### config.mk
export PLATFORM = sky130hd
export DESIGN_NAME = sss_cell
export DESIGN_NICKNAME = d
export VERILOG_FILES = /design/src/sss_pkg.sv /design/src/sss_cell.sv
export SDC_FILE = /design/constraint.sdc
export NUM_CORES = 1
export LEC_CHECK = 0
export BUFFER_PORTS_ARGS = -buffer_cell sky130_fd_sc_hd__buf_4
export CAP_MARGIN = 20
export CORE_MARGIN = 2
export CORE_UTILIZATION = 44
export CTS_BUF_LIST = sky130_fd_sc_hd__clkbuf_8
export DETAILED_ROUTE_END_ITERATION = 6
export PLACE_DENSITY = 0.86
export SETUP_SLACK_MARGIN = 0.4
export SYNTH_ARGS = -nofsm -noshare
export SYNTH_HDL_FRONTEND = slang
export SYNTH_SLANG_ARGS = --single-unit
### constraint.sdc
create_clock -name clock -period 2.9 [get_ports clock]
set_input_delay 0.87 -clock clock [delete_from_list [all_inputs] [get_ports clock]]
set_output_delay 0.87 -clock clock [all_outputs]
set_load 0.02 [all_outputs]
### src/sss_pkg.sv
// Package for the selection sort stepper: sizes, command codes and the
// types that pass between the top level and its row of cells. No dependencies.
package sss_pkg;

   localparam int DEPTH     = 64;
   localparam int DATA_W    = 32;
   localparam int CNT_W     = 7;
   localparam int IDX_W     = 6;
   localparam int OP_W      = 2;
   localparam int POS_W     = ($clog2(DEPTH) > CNT_W) ? $clog2(DEPTH) : CNT_W;
   localparam int CNT_LIMIT = (DEPTH > 127) ? 127 : DEPTH;

   localparam logic [OP_W-1:0] OP_LOAD    = 2'd0;
   localparam logic [OP_W-1:0] OP_STEP    = 2'd1;
   localparam logic [OP_W-1:0] OP_READ    = 2'd2;
   localparam logic [OP_W-1:0] OP_RESTART = 2'd3;

   localparam logic [1:0] CSR_ELEMENT_COUNT = 2'd0;

   typedef struct packed {
      logic                     valid;
      logic                     is_read;
      logic                     is_step;
      logic [POS_W-1:0]         idx;
      logic [POS_W-1:0]         first;
      logic [POS_W-1:0]         n;
      logic [POS_W-1:0]         best_idx;
      logic signed [DATA_W-1:0] best_val;
      logic signed [DATA_W-1:0] first_val;
      logic signed [DATA_W-1:0] rd_val;
   } token_type;

   typedef struct packed {
      logic                     a_en;
      logic [POS_W-1:0]         a_pos;
      logic signed [DATA_W-1:0] a_data;
      logic                     b_en;
      logic [POS_W-1:0]         b_pos;
      logic signed [DATA_W-1:0] b_data;
   } write_type;

endpackage

### src/sss_cell.sv
// One cell of the sorting row: holds one element and passes the scan token on.
// Depends on sss_pkg.
module sss_cell (
   input  logic               clock,
   input  logic               reset,
   input  logic [sss_pkg::POS_W-1:0] cell_index,
   input  sss_pkg::write_type wr,
   input  sss_pkg::token_type token_in,
   output sss_pkg::token_type token_out
);
   import sss_pkg::*;

   logic signed [DATA_W-1:0] elem_ff;
   logic signed [DATA_W-1:0] elem_in;
   token_type                token_ff;
   token_type                token_in_next;

   always_comb begin
      elem_in = elem_ff;
      if (wr.a_en && (wr.a_pos == cell_index)) begin
         elem_in = wr.a_data;
      end else if (wr.b_en && (wr.b_pos == cell_index)) begin
         elem_in = wr.b_data;
      end
   end

   always_comb begin
      token_in_next = token_in;
      if (token_in.is_read && (token_in.idx == cell_index)) begin
         token_in_next.rd_val = elem_ff;
      end
      if (token_in.is_step) begin
         if (cell_index == token_in.first) begin
            token_in_next.first_val = elem_ff;
            token_in_next.best_val  = elem_ff;
            token_in_next.best_idx  = cell_index;
         end else if ((cell_index > token_in.first) && (cell_index < token_in.n)
                      && (elem_ff < token_in.best_val)) begin
            token_in_next.best_val = elem_ff;
            token_in_next.best_idx = cell_index;
         end
      end
   end

   always_ff @(posedge clock) begin
      elem_ff <= elem_in;
      if (reset) begin
         token_ff <= '0;
      end else begin
         token_ff <= token_in_next;
      end
   end

   assign token_out = token_ff;

endmodule

[Yosys cells after proc, flatten, opt, wreduce, memory -nomap -nowiden]
Index checks and enable logic that the tools add are counted.
Storage, ports and cells
  register bits after elaboration: 159
  output and inout port bits: 127
  bits of input ports: 216
Operators by class
  equality and inequality tests: 4
  reduce and logical (&&, ||, !) cells: 6
  muxes and demuxes: 7
  magnitude comparators: 3
Operators by type and width (number)
  32-bit two-way mux: 4
  39-bit two-way mux: 2
  71-bit two-way mux: 1
  32-bit < comparator: 1
  7-bit equality test: 4
  7-bit > comparator: 1
  7-bit < comparator: 1
  1-bit logical AND: 5
  2-bit nonzero test: 1

[Logic depth before layout (Yosys ltp)]
Gate-level depths: netlist (run 1).
  depth in word-level cells: 6
  gate-level depth with buffers: 11
  gate-level depth less buffers: 9

[Least setup slack after synthesis (run 1)]
OpenSTA, ideal clock, no wires.
  path type: in2reg
  start point: input port wr[76] in the netlist's numbering
  end point: register elem_ff[0], enable pin
  arrival time: 2.546 ns
  path slack: -0.036 ns
  buffers on the path: 1
  stages on the path: 5
  required time: 2.510 ns
  path through: xnor2_1 > nand4_1 > nor2_1 > clkbuf_1 > a41o_1
Between the ends
  word-level cells in the longest chain between the ends: 3
Ends and longest elaborated chain
  start, declared: line sss_cell.sv:7  | input sss_pkg::write_type wr,
  7-bit equality test: line sss_cell.sv:20  | if (wr.a_en && (wr.a_pos == cell_index)) begin
  1-bit logical AND: line sss_cell.sv:20
  2-bit nonzero test (no source line)
  end signal, assigned: line sss_cell.sv:46  | elem_ff <= elem_in;
  end, declared: line sss_cell.sv:13  | logic signed [DATA_W-1:0] elem_ff;
No other way between the ends.
A chain may end at the register's enable or synchronous reset.

[Worst setup path in the final report (run 1)]
  start point: input port token_in[74] in the netlist's numbering
  end point: register token_ff, in the netlist token_out[70]
Between the ends
  word-level cells in the longest chain between the ends: 5
Ends and longest elaborated chain
  start, declared: line sss_cell.sv:8  | input sss_pkg::token_type token_in,
  32-bit < comparator: line sss_cell.sv:38  | && (elem_ff < token_in.best_val)) begin
  1-bit logical AND: line sss_cell.sv:38
  39-bit two-way mux: line sss_cell.sv:37  | end else if ((cell_index > token_in.first) && (cell_index < token_in.n)
  39-bit two-way mux: line sss_cell.sv:33  | if (cell_index == token_in.first) begin
  71-bit two-way mux: line sss_cell.sv:32  | if (token_in.is_step) begin
  end signal, assigned: line sss_cell.sv:50  | token_ff <= token_in_next;
  end, declared: line sss_cell.sv:15  | token_type token_ff;
No other way between the ends.

==> metrics.yaml, run 1 <==
timing:
  hold_viol_final: 0
  fin_skew_ns: 0.02066
  grt_setup_unrepaired: "true"
  period_needed_ns: 2.730
  max_slew_margin_pct: 75.10
  clock.fmax_mhz: 366.3
  worst_slew_pin_slew_ns: 0.3701
  maxSlewViolCount: 0
  period_share_pct: 94.14
  final-setup-viol-count: 0
routing:
  routed_wire_length_per_instance_um: 17.77
  route.final.wire_length_um: 23560
  route.antenna.remaining_nets: 0
  post_drt_via_cell_ratio: 4.907
  post-route-drc-count: 0
  dr_pass1_iterations: 4
  violation_count_after_the_first_detailed_routing_iteration: 254
  overall_via_count_from_detail_route: 6507
yosys:
  post_synth.cell_area_avg_um2: 10.10
  yosys.cell_types.count: 38
  synthCells: 716
  fraction_of_the_yosys_area_taken_by_sequential_cells_pct: 48.43
  syn_area_mm2: 0.007234
  synthDominantAreaCellType: "sky130_fd_sc_hd__dfxtp_1"
  postSynth.asyncResetShare_pct: 0
  synth.top_cells.by_area: "sky130_fd_sc_hd__dfxtp_1, sky130_fd_sc_hd__edfxtp_1, sky130_fd_sc_hd__mux2i_1, sky130_fd_sc_hd__ha_1, sky130_fd_sc_hd__nand2b_1"
  netlist.area_leader.share_pct: 35.14
  synth-main-ff-cell: "sky130_fd_sc_hd__dfxtp_1"
  number_of_enable_type_register_cells_in_the_synthesized_netlist: 32
  yosysWarningCount: 0
  synth.cells.most_frequent: "sky130_fd_sc_hd__dfxtp_1, sky130_fd_sc_hd__nand2b_1, sky130_fd_sc_hd__mux2i_1"
  ys_seq_elements: 159
  syn-num-nets: 976
  synthMostInstantiatedCell: "sky130_fd_sc_hd__dfxtp_1"
grt:
  grt_util_all_layers_pct: 26.94
  grt.overflow.total: 0
  grt_first_pass_wirelength_um: 36310
  grt_start_max_net_pins: 91
  grt_pass1_vias: 6903
  grt_antenna_before_repair: 0
placement:
  portBuffers: 342
  dp.final_hpwl_um: 17570
  finalWeightedCongestion: 0.8879
  place_inst: 1277
min_path:
  hold_path_class: "register to register"
  origin_of_the_worst_min_delay_path: "elem_ff[18]"
pwr:
  total_power_density_per_cell_area_mw_per_mm2: 451.3
  comb_power_share_pct: 19.7
  worst_ir_drop_vdd_mv: 0.2892
  leakage_nw: 5.101
  sw_frac_of_total_pct: 26.72
  power.share.clock_pct: 32.9
  net-switching-power_w: 0.001353
  power.internal_w: 0.003712
  p_seq_share_pct: 47.4
  power.total_w: 0.005065
clock_network:
  clk_latency_ns: 0.46
  tritoncts: "done"
  clock-root-buffer: "sky130_fd_sc_hd__clkbuf_8"
  cts.path.max_buffers: 2
  cts.sinks: 159
  number_of_cts_inserted_buffers: 17
  cts-htree-levels: 4
  worst_path_clk_slew_ns: 0.08
cells_and_area:
  final_util_pct: 70.14
  drive_gt1_share_pct: 44.95
  n_antenna_cell: 0
  stdcell_count: 1326
  area_delta_synth_final_pct: 55.14
  final_net_count: 1357
setup_path:
  setup.worst_path.start: "token_in[74]"
  worst-endpoint-arrival_ns: 3.07
  critical_path.reg2reg.startpoint: "elem_ff[10]"
  worstSetupEndpointType: "register"
  worst-endpoint-required_ns: 3.24
  critical_path.startpoint_type: "input port"
  timing.critical_path.fanout_max: 4
  setup.worst_path.class: "input port to register"
die:
  boundaryPins: 343
  std_cell_rows: 46
  floorplan.initialDensity_pct: 45.21
  dieHeight_um: 132.2
  fp.dieArea_mm2: 0.01748
  core_region_area_mm2: 0.01600
  die_w_um: 132.2
job:
  cap_viol_max_count: 0
run_status:
  outcome: "completed"
==> path summary, 6_finish.rpt <==
path                   end  slack, ns  depth (start not counted)
min reg2reg  token_out[18]       0.60                          2
min          token_out[18]       0.60                          2
max          token_out[70]       0.17                         14
max reg2reg  token_out[70]       0.21                         12
==> flip-flops by register name (all words and copies together) (netlist names) <==
signal	cells
elem_ff	32
token_out	127
==> cells in the final DEF, fill, tap and decap left out, types with 3 or more instances in the layout <==
| master | netlist | final |
|---|---|---|
| sky130_fd_sc_hd__nor2_4 | 0 | 3 |
| sky130_fd_sc_hd__inv_2 | 1 | 4 |
| sky130_fd_sc_hd__mux2i_1 | 71 | 71 |
| sky130_fd_sc_hd__ha_1 | 44 | 33 |
| sky130_fd_sc_hd__nor2b_1 | 15 | 15 |
| sky130_fd_sc_hd__o21ai_0 | 6 | 3 |
| sky130_fd_sc_hd__inv_6 | 0 | 3 |
| sky130_fd_sc_hd__clkinv_2 | 0 | 3 |
| sky130_fd_sc_hd__a21oi_1 | 44 | 42 |
| sky130_fd_sc_hd__xor2_1 | 6 | 6 |
| sky130_fd_sc_hd__inv_1 | 44 | 37 |
| sky130_fd_sc_hd__nor2_1 | 53 | 50 |
| sky130_fd_sc_hd__mux2_2 | 32 | 32 |
| sky130_fd_sc_hd__nand2b_1 | 80 | 80 |
| sky130_fd_sc_hd__nand4_1 | 12 | 12 |
| sky130_fd_sc_hd__buf_16 | 0 | 3 |
| sky130_fd_sc_hd__a21o_1 | 5 | 5 |
| sky130_fd_sc_hd__inv_4 | 0 | 4 |
| sky130_fd_sc_hd__buf_4 | 2 | 377 |
| sky130_fd_sc_hd__buf_6 | 2 | 4 |
| sky130_fd_sc_hd__clkbuf_8 | 0 | 19 |
| sky130_fd_sc_hd__ha_4 | 0 | 11 |
| sky130_fd_sc_hd__nand2_1 | 70 | 69 |
| sky130_fd_sc_hd__xnor2_1 | 15 | 15 |
| sky130_fd_sc_hd__buf_12 | 0 | 11 |
| sky130_fd_sc_hd__o21ai_1 | 2 | 5 |
| sky130_fd_sc_hd__o21a_1 | 3 | 3 |
| sky130_fd_sc_hd__edfxtp_1 | 32 | 32 |
| sky130_fd_sc_hd__dfxtp_1 | 127 | 127 |
==> critical path: stages <==
cell	delay, ns
sky130_fd_sc_hd__buf_4	0.09
sky130_fd_sc_hd__inv_2	0.03
sky130_fd_sc_hd__ha_1	0.30
sky130_fd_sc_hd__and4_4	0.25
sky130_fd_sc_hd__nand2_2	0.07
sky130_fd_sc_hd__o41ai_2	0.39
sky130_fd_sc_hd__a211oi_2	0.07
sky130_fd_sc_hd__a31oi_1	0.22
sky130_fd_sc_hd__buf_4	0.17
sky130_fd_sc_hd__o211ai_4	0.08
sky130_fd_sc_hd__buf_12	0.15
sky130_fd_sc_hd__buf_12	0.13
sky130_fd_sc_hd__clkbuf_16	0.15
sky130_fd_sc_hd__mux2i_1	0.11
==> kinds of logic after synthesis <==
kind of cell / synth area share, %
buffers and inverters: 4.514
adders and majority gates: 7.610
AOI/OAI and AO/OA: 5.604
DFF: 48.43
and+or+nand+nor: 16.50
muxes: 14.80
xor gates and xnor gates: 2.542
==> layout make-up <==
cell class / instances / area (µm²)
multi-input combinational: 477 / 3641
clock inverter: 13 / 137.6
inverter: 45 / 191.4
clock buffer: 19 / 261.5
tap: 216 / 270.3
sequential: 159 / 3503
timing repair buffer: 397 / 3218
fill: 1202 / 4777
==> layer usage <==
metal  routed length, µm  part of all wire, %  up-vias  track usage [%]
li1                    -                    -     3161                -
met1                9162                   39     3015            30.50
met2               12060                   51      276            48.03
met3                1482                  6.3       55            6.498
met4                 852                  3.6        0            12.19
met5                   0                    0        -                0
==> through the flow <==
stage / setup slack, ns / cell area (µm²) / hold slack (ns) / setup TNS [ns]
floorplan: 0.06910 / 7287 / 0.5227 / 0
global placement: -0.2204 / 10390 / 0.5680 / -8.414
detailed placement: -0.3482 / 10390 / 0.5852 / -12.80
CTS: 0.2112 / 11180 / 0.6042 / 0
global route: 0.1138 / 11220 / 0.6159 / 0
finish: 0.1701 / 11220 / 0.6044 / 0
==> power groups by stage <==
| stage | registers (W) | clock network (W) | logic, W |
|---|---|---|---|
| 2_1_floorplan | 0.00258 | 0 | 0.000283 |
| 3_3_place_gp | 0.00245 | 0 | 0.000915 |
| 3_5_place_dp | 0.00245 | 0 | 0.000937 |
| 4_1_cts | 0.00240 | 0.00170 | 0.000991 |
| 5_1_grt | 0.00241 | 0.00179 | 0.00107 |
| 6_report | 0.00240 | 0.00167 | 0.000997 |
==> what timing repair did <==
action / CTS / global route
hold buffers: 0 / 0
endpoints found under the setup margin: 39 / 39
pin swaps: 22 / 0
resized for setup: 39 / 4
gates cloned: 2 / 1
setup buffers: 13 / 1
Note: power is estimated with default switching activity, not from simulation.
==> inputs of run 2 (changes only) <==
--- a/config.mk
+++ b/config.mk
@@ -12,6 +12,7 @@
 export CTS_BUF_LIST = sky130_fd_sc_hd__clkbuf_8
 export DETAILED_ROUTE_END_ITERATION = 6
 export PLACE_DENSITY = 0.86
+export RECOVER_POWER = 25
 export SETUP_SLACK_MARGIN = 0.4
 export SYNTH_ARGS = -nofsm -noshare
 export SYNTH_HDL_FRONTEND = slang
==> metrics.yaml, run 2 (synthesis gave the netlist of run 1 again) <==
cells_and_area:
  largest_reg_flops: 127  # unchanged
  most-common-layout-cells: "sky130_fd_sc_hd__buf_4, sky130_fd_sc_hd__dfxtp_1, sky130_fd_sc_hd__nand2b_1"  # unchanged
  n_antenna_cell: 0  # unchanged
  stdcell_count: 1326  # unchanged
  drive_gt1_share_pct: 39.91  # was 44.95%
  area_delta_synth_final_pct: 52.20  # was 55.14%
  final_net_count: 1357  # unchanged
  layout.cells.most_common: "sky130_fd_sc_hd__buf_4"  # unchanged
pwr:
  power.share.clock_pct: 33.2  # was 32.9%
  net-switching-power_w: 0.001358  # was 0.001353 W
  total_power_density_per_cell_area_mw_per_mm2: 457.1  # was 451.3 mW/mm²
  power.internal_w: 0.003675  # was 0.003712 W
  worst_ir_drop_vdd_mv: 0.2892  # about the same
  p_seq_share_pct: 47.7  # was 47.4%
  leakage_nw: 4.879  # was 5.101 nW
  sw_frac_of_total_pct: 26.98  # was 26.72%
  comb_power_share_pct: 19.1  # was 19.7%
routing:
  routed_wire_length_per_instance_um: 17.78  # was 17.77 µm
  violation_count_after_the_first_detailed_routing_iteration: 223  # was 254
  post_drt_via_cell_ratio: 4.913  # was 4.907
  post-route-drc-count: 0  # unchanged
  overall_via_count_from_detail_route: 6515  # was 6507
  dr_pass1_iterations: 5  # was 4
  route.final.wire_length_um: 23580  # was 23560 µm
  route.antenna.remaining_nets: 0  # unchanged
setup_path:
  worst-endpoint-arrival_ns: 3.07  # about the same
  setup.worst_path.class: "input port to register"  # unchanged
  timing.critical_path.fanout_max: 4  # unchanged
  worst-endpoint-required_ns: 3.24  # about the same
  critical_path.startpoint_type: "input port"  # unchanged
  worstSetupEndpointType: "register"  # unchanged
die:
  fp.dieArea_mm2: 0.01748  # unchanged
  dieHeight_um: 132.2  # unchanged
  std_cell_rows: 46  # unchanged
  core_region_area_mm2: 0.01600  # unchanged
  die_w_um: 132.2  # unchanged
  boundaryPins: 343  # unchanged
  floorplan.initialDensity_pct: 45.21  # unchanged
clock_network:
  clock-root-buffer: "sky130_fd_sc_hd__clkbuf_8"  # unchanged
  clk_latency_ns: 0.46  # about the same
  worst_path_clk_slew_ns: 0.08  # about the same
  ctsHoldBuffers: 0  # unchanged
  cts.sinks: 159  # unchanged
  number_of_cts_inserted_buffers: 17  # unchanged
  tritoncts: "done"  # unchanged
  cts-htree-levels: 4  # unchanged
  cts.path.max_buffers: 2  # unchanged
timing:
  max_slew_margin_pct: -4.589  # was 75.10%
  fin_skew_ns: 0.01890  # was 0.02066 ns
  worst_slew_pin_slew_ns: 1.569  # was 0.3701 ns
  grt_setup_unrepaired: "true"  # unchanged
  clock.fmax_mhz: 366.7  # was 366.3 MHz
  final-setup-viol-count: 0  # unchanged
  hold_slack_ns: 0.6008  # was 0.6044 ns
  period_share_pct: 94.02  # was 94.14%
  hold_viol_final: 0  # unchanged
  maxSlewViolCount: 36  # was 0
  setup-tns-final_ns: 0  # unchanged
  period_needed_ns: 2.727  # was 2.730 ns
grt:
  grt_first_pass_wirelength_um: 36310  # unchanged
  grt_pass1_vias: 6903  # unchanged
  grt.overflow.total: 0  # unchanged
  grt_antenna_before_repair: 0  # unchanged
  grt_start_max_net_pins: 91  # unchanged
  grt_util_all_layers_pct: 26.94  # unchanged
job:
  cap_viol_max_count: 1  # was 0
run_status:
  outcome: "finished with violations"  # was completed
  failed_checks: "max-capacitance violations, max-slew violations"
placement:
  dp.final_hpwl_um: 17570  # unchanged
  place_inst: 1277  # unchanged
  portBuffers: 342  # unchanged
  finalWeightedCongestion: 0.8879  # unchanged
min_path:
  hold_path_class: "register to register"  # unchanged
run 2: cell count changes in the layout (fill, tap and decap cells not counted):
| cell | change |
|---|---|
| sky130_fd_sc_hd__clkbuf_2 | +1 |
| sky130_fd_sc_hd__clkbuf_1 | +56 |
| sky130_fd_sc_hd__buf_4 | -57 |
run 2: power groups by stage:
stage                     combinational (W)  sequential, W  clock, W
after floorplan                    0.000283        0.00258         0
after global placement             0.000915        0.00245         0
after detailed placement           0.000937        0.00245         0
after CTS                          0.000991        0.00240   0.00170
after global routing                0.00103        0.00241   0.00179
final                              0.000962        0.00240   0.00167
run 2: final cells by class:
class | instances | area (µm²)
Tap cell | 216 | 270.3
Timing Repair Buffer | 397 | 3005
Multi-Input combinational cell | 477 | 3641
Clock buffer | 19 | 261.5
Fill cell | 1260 | 4990
Clock inverter | 13 | 137.6
Inverter | 45 | 191.4
Sequential cell | 159 | 3503
run 2: path summary, 6_finish.rpt:
| check | from | end | slack [ns] | depth (start not counted) |
|---|---|---|---|---|
| worst max register to register | elem_ff[10] | token_out[70] | 0.21 | 12 |
| worst min register to register | elem_ff[18] | token_out[18] | 0.60 | 2 |
| worst max-delay path | token_in[74] | token_out[70] | 0.17 | 14 |
| worst min-delay path | elem_ff[18] | token_out[18] | 0.60 | 2 |
run 2: timing repair:
item                                    4_1_cts  5_1_grt
gates cloned                                  2        1
resized for setup                            39        4
endpoints found under the setup margin       39       39
pin swaps                                    22        0
buffers inserted                             13        1
run 2: critical path, stage by stage:
cell                        delay, ns
sky130_fd_sc_hd__buf_4           0.09
sky130_fd_sc_hd__inv_2           0.03
sky130_fd_sc_hd__ha_1            0.30
sky130_fd_sc_hd__and4_4          0.25
sky130_fd_sc_hd__nand2_2         0.07
sky130_fd_sc_hd__o41ai_2         0.39
sky130_fd_sc_hd__a211oi_2        0.06
sky130_fd_sc_hd__a31oi_1         0.22
sky130_fd_sc_hd__buf_4           0.17
sky130_fd_sc_hd__o211ai_4        0.08
sky130_fd_sc_hd__buf_12          0.15
sky130_fd_sc_hd__buf_12          0.13
sky130_fd_sc_hd__clkbuf_16       0.15
sky130_fd_sc_hd__mux2i_1         0.11
run 2: per-layer routing:
layer  vias up  routed length (µm)  GRT usage (%)
li1       3163                   -              -
met1      3000                9092          30.50
met2       288               11930          48.03
met3        64                1651          6.498
met4         0                 907          12.19
met5         -                   0              0
run 2: metrics by stage:
step	instance area (µm²)	worst slack, ns	util (%)	total power, W
2_1_floorplan	7287	0.06910	-	0.002859
3_3_place_gp	10390	-0.2204	64.95	0.003364
3_5_place_dp	10390	-0.3482	64.95	0.003390
4_1_cts	11180	0.2112	69.86	0.005094
5_1_grt	11010	0.1138	68.81	0.005230
6_report	11010	0.1733	68.81	0.005033
==> inputs of run 3 (changes only) <==
==> constraint.sdc (replaced) <==
create_clock -name clock -period 2.9 [get_ports clock]
set_input_delay 0.87 -clock clock [delete_from_list [all_inputs] [get_ports clock]]
set_output_delay 0.87 -clock clock [all_outputs]
set_load 0.05 [all_outputs]
==> metrics.yaml, run 3 (synthesis gave the netlist of run 1 again) <==
cells_and_area:
  final_util_pct: 68.81  # unchanged
  area_delta_synth_final_pct: 52.20  # unchanged
  most-common-layout-cells: "sky130_fd_sc_hd__buf_4, sky130_fd_sc_hd__dfxtp_1, sky130_fd_sc_hd__nand2b_1"  # unchanged
  final_net_count: 1357  # unchanged
  final_area_mm2: 0.01101  # unchanged
  drive_gt1_share_pct: 39.91  # unchanged
  largest_reg_flops: 127  # unchanged
  nFillCells: 1257  # was 1260
  layout.cells.most_common: "sky130_fd_sc_hd__buf_4"  # unchanged
  n_antenna_cell: 0  # unchanged
die:
  fp.dieArea_mm2: 0.01748  # unchanged
  std_cell_rows: 46  # unchanged
  boundaryPins: 343  # unchanged
  dieHeight_um: 132.2  # unchanged
  floorplan.initialDensity_pct: 45.21  # unchanged
  die_w_um: 132.2  # unchanged
  core_region_area_mm2: 0.01600  # unchanged
placement:
  portBuffers: 342  # unchanged
  placement_cell_area_mm2: 0.01039  # unchanged
  finalWeightedCongestion: 0.8879  # unchanged
  dp.final_hpwl_um: 17570  # unchanged
  dp_slack_ns: -0.3482  # unchanged
run_status:
  outcome: "finished with violations"  # unchanged
  failed_checks: "max-capacitance violations, max-slew violations"  # unchanged
clock_network:
  cts-htree-levels: 4  # unchanged
  worst_path_clk_slew_ns: 0.08  # about the same
  tritoncts: "done"  # unchanged
  clock-root-buffer: "sky130_fd_sc_hd__clkbuf_8"  # unchanged
  cts.sinks: 159  # unchanged
  clk_latency_ns: 0.46  # about the same
  cts.path.max_buffers: 2  # unchanged
  number_of_cts_inserted_buffers: 17  # unchanged
min_path:
  hold_path_class: "register to register"  # unchanged
pwr:
  total_power_density_per_cell_area_mw_per_mm2: 478.4  # was 457.1 mW/mm²
  leakage_nw: 4.879  # unchanged
  power.total_w: 0.005267  # was 0.005033 W
  worst_ir_drop_vdd_mv: 0.2995  # was 0.2892 mV
routing:
  route.final.wire_length_um: 23570  # was 23580 µm
  routed_wire_length_per_instance_um: 17.78  # about the same
  route.antenna.remaining_nets: 0  # unchanged
  violation_count_after_the_first_detailed_routing_iteration: 223  # unchanged
  post_drt_via_cell_ratio: 4.910  # was 4.913
  dr_pass1_iterations: 4  # was 5
  post-route-drc-count: 0  # unchanged
  overall_via_count_from_detail_route: 6511  # was 6515
setup_path:
  critical_path.startpoint_type: "input port"  # unchanged
  setup.worst_path.class: "input port to register"  # unchanged
  worst-endpoint-arrival_ns: 3.07  # about the same
  worstSetupEndpointType: "register"  # unchanged
  timing.critical_path.fanout_max: 4  # unchanged
  worst-endpoint-required_ns: 3.24  # about the same
grt:
  grt_start_max_net_pins: 91  # unchanged
  grt_util_all_layers_pct: 26.94  # unchanged
  grt_antenna_before_repair: 0  # unchanged
  grt.overflow.total: 0  # unchanged
  grt_first_pass_wirelength_um: 36310  # unchanged
  grt_pass1_vias: 6903  # unchanged
timing:
  worst_slew_pin_slew_ns: 1.569  # about the same
  fin_skew_ns: 0.01886  # was 0.01890 ns
  period_needed_ns: 2.730  # was 2.727 ns
  final-setup-viol-count: 0  # unchanged
  maxSlewViolCount: 36  # unchanged
  max_slew_margin_pct: -4.595  # was -4.589%
  hold_viol_final: 0  # unchanged
  grt_setup_unrepaired: "true"  # unchanged
  setup-tns-final_ns: 0  # unchanged
  clock.fmax_mhz: 366.3  # was 366.7 MHz
  period_share_pct: 94.13  # was 94.02%
  fin_ws_ns: 0.1702  # was 0.1733 ns
job:
  cap_viol_max_count: 1  # unchanged
[run 3: layer usage]
metal	part of all wire, %	track usage (%)	up-vias
met5	0	0	-
li1	-	-	3163
met1	39	30.50	2999
met4	3.8	12.19	0
met3	6.9	6.498	61
met2	51	48.03	288
[run 3: final cells by class]
class / instances / area (µm²) / area share, %
multi-input cells: 477 / 3641 / 33.07
well taps: 216 / 270.3 / 2.455
inverters: 45 / 191.4 / 1.739
repair buffers: 397 / 3005 / 27.30
flip-flops and latches: 159 / 3503 / 31.82
clock inverters: 13 / 137.6 / 1.250
clock buffers: 19 / 261.5 / 2.375
[run 3: final timing paths]
check | from | to | slack, ns | cells after the start
worst min register to register | elem_ff[18] | token_out[18] | 0.60 | 2
worst min-delay path | elem_ff[18] | token_out[18] | 0.60 | 2
worst max-delay path | token_in[74] | token_out[70] | 0.17 | 14
worst max register to register | elem_ff[10] | token_out[70] | 0.21 | 12
[run 3: worst max-delay path, cell delays in order]
cell and delay [ns]:
sky130_fd_sc_hd__buf_4 0.09, sky130_fd_sc_hd__inv_2 0.03, sky130_fd_sc_hd__ha_1 0.30, sky130_fd_sc_hd__and4_4 0.25, sky130_fd_sc_hd__nand2_2 0.07, sky130_fd_sc_hd__o41ai_2 0.39
sky130_fd_sc_hd__a211oi_2 0.06, sky130_fd_sc_hd__a31oi_1 0.22, sky130_fd_sc_hd__buf_4 0.17, sky130_fd_sc_hd__o211ai_4 0.08, sky130_fd_sc_hd__buf_12 0.15, sky130_fd_sc_hd__buf_12 0.13
sky130_fd_sc_hd__clkbuf_16 0.15, sky130_fd_sc_hd__mux2i_1 0.11
[run 3: power breakdown]
| part | switching, W | leakage [nW] | internal (W) | total, W |
|---|---|---|---|---|
| sequential | 0.0000378 | 1.35 | 0.00236 | 0.00240 |
| combinational | 0.000694 | 3.33 | 0.000503 | 0.00120 |
| clock | 0.000857 | 0.204 | 0.000813 | 0.00167 |
[run 3: metrics by stage]
| step | hold WS (ns) | instances |
|---|---|---|
| final | 0.6007 | 1326 |
| after global placement | 0.5680 | 1277 |
| after floorplan | 0.5227 | 716 |
| after global routing | 0.6159 | 1326 |
| after CTS | 0.6042 | 1324 |
| after detailed placement | 0.5852 | 1277 |
[run 3: what timing repair did]
action	4_1_cts	5_1_grt
resized for setup	39	4
setup buffers	13	1
pin swaps	22	0
cloned	2	1
hold endpoints to repair	0	0
hold buffers	0	0
setup endpoints to repair	39	39
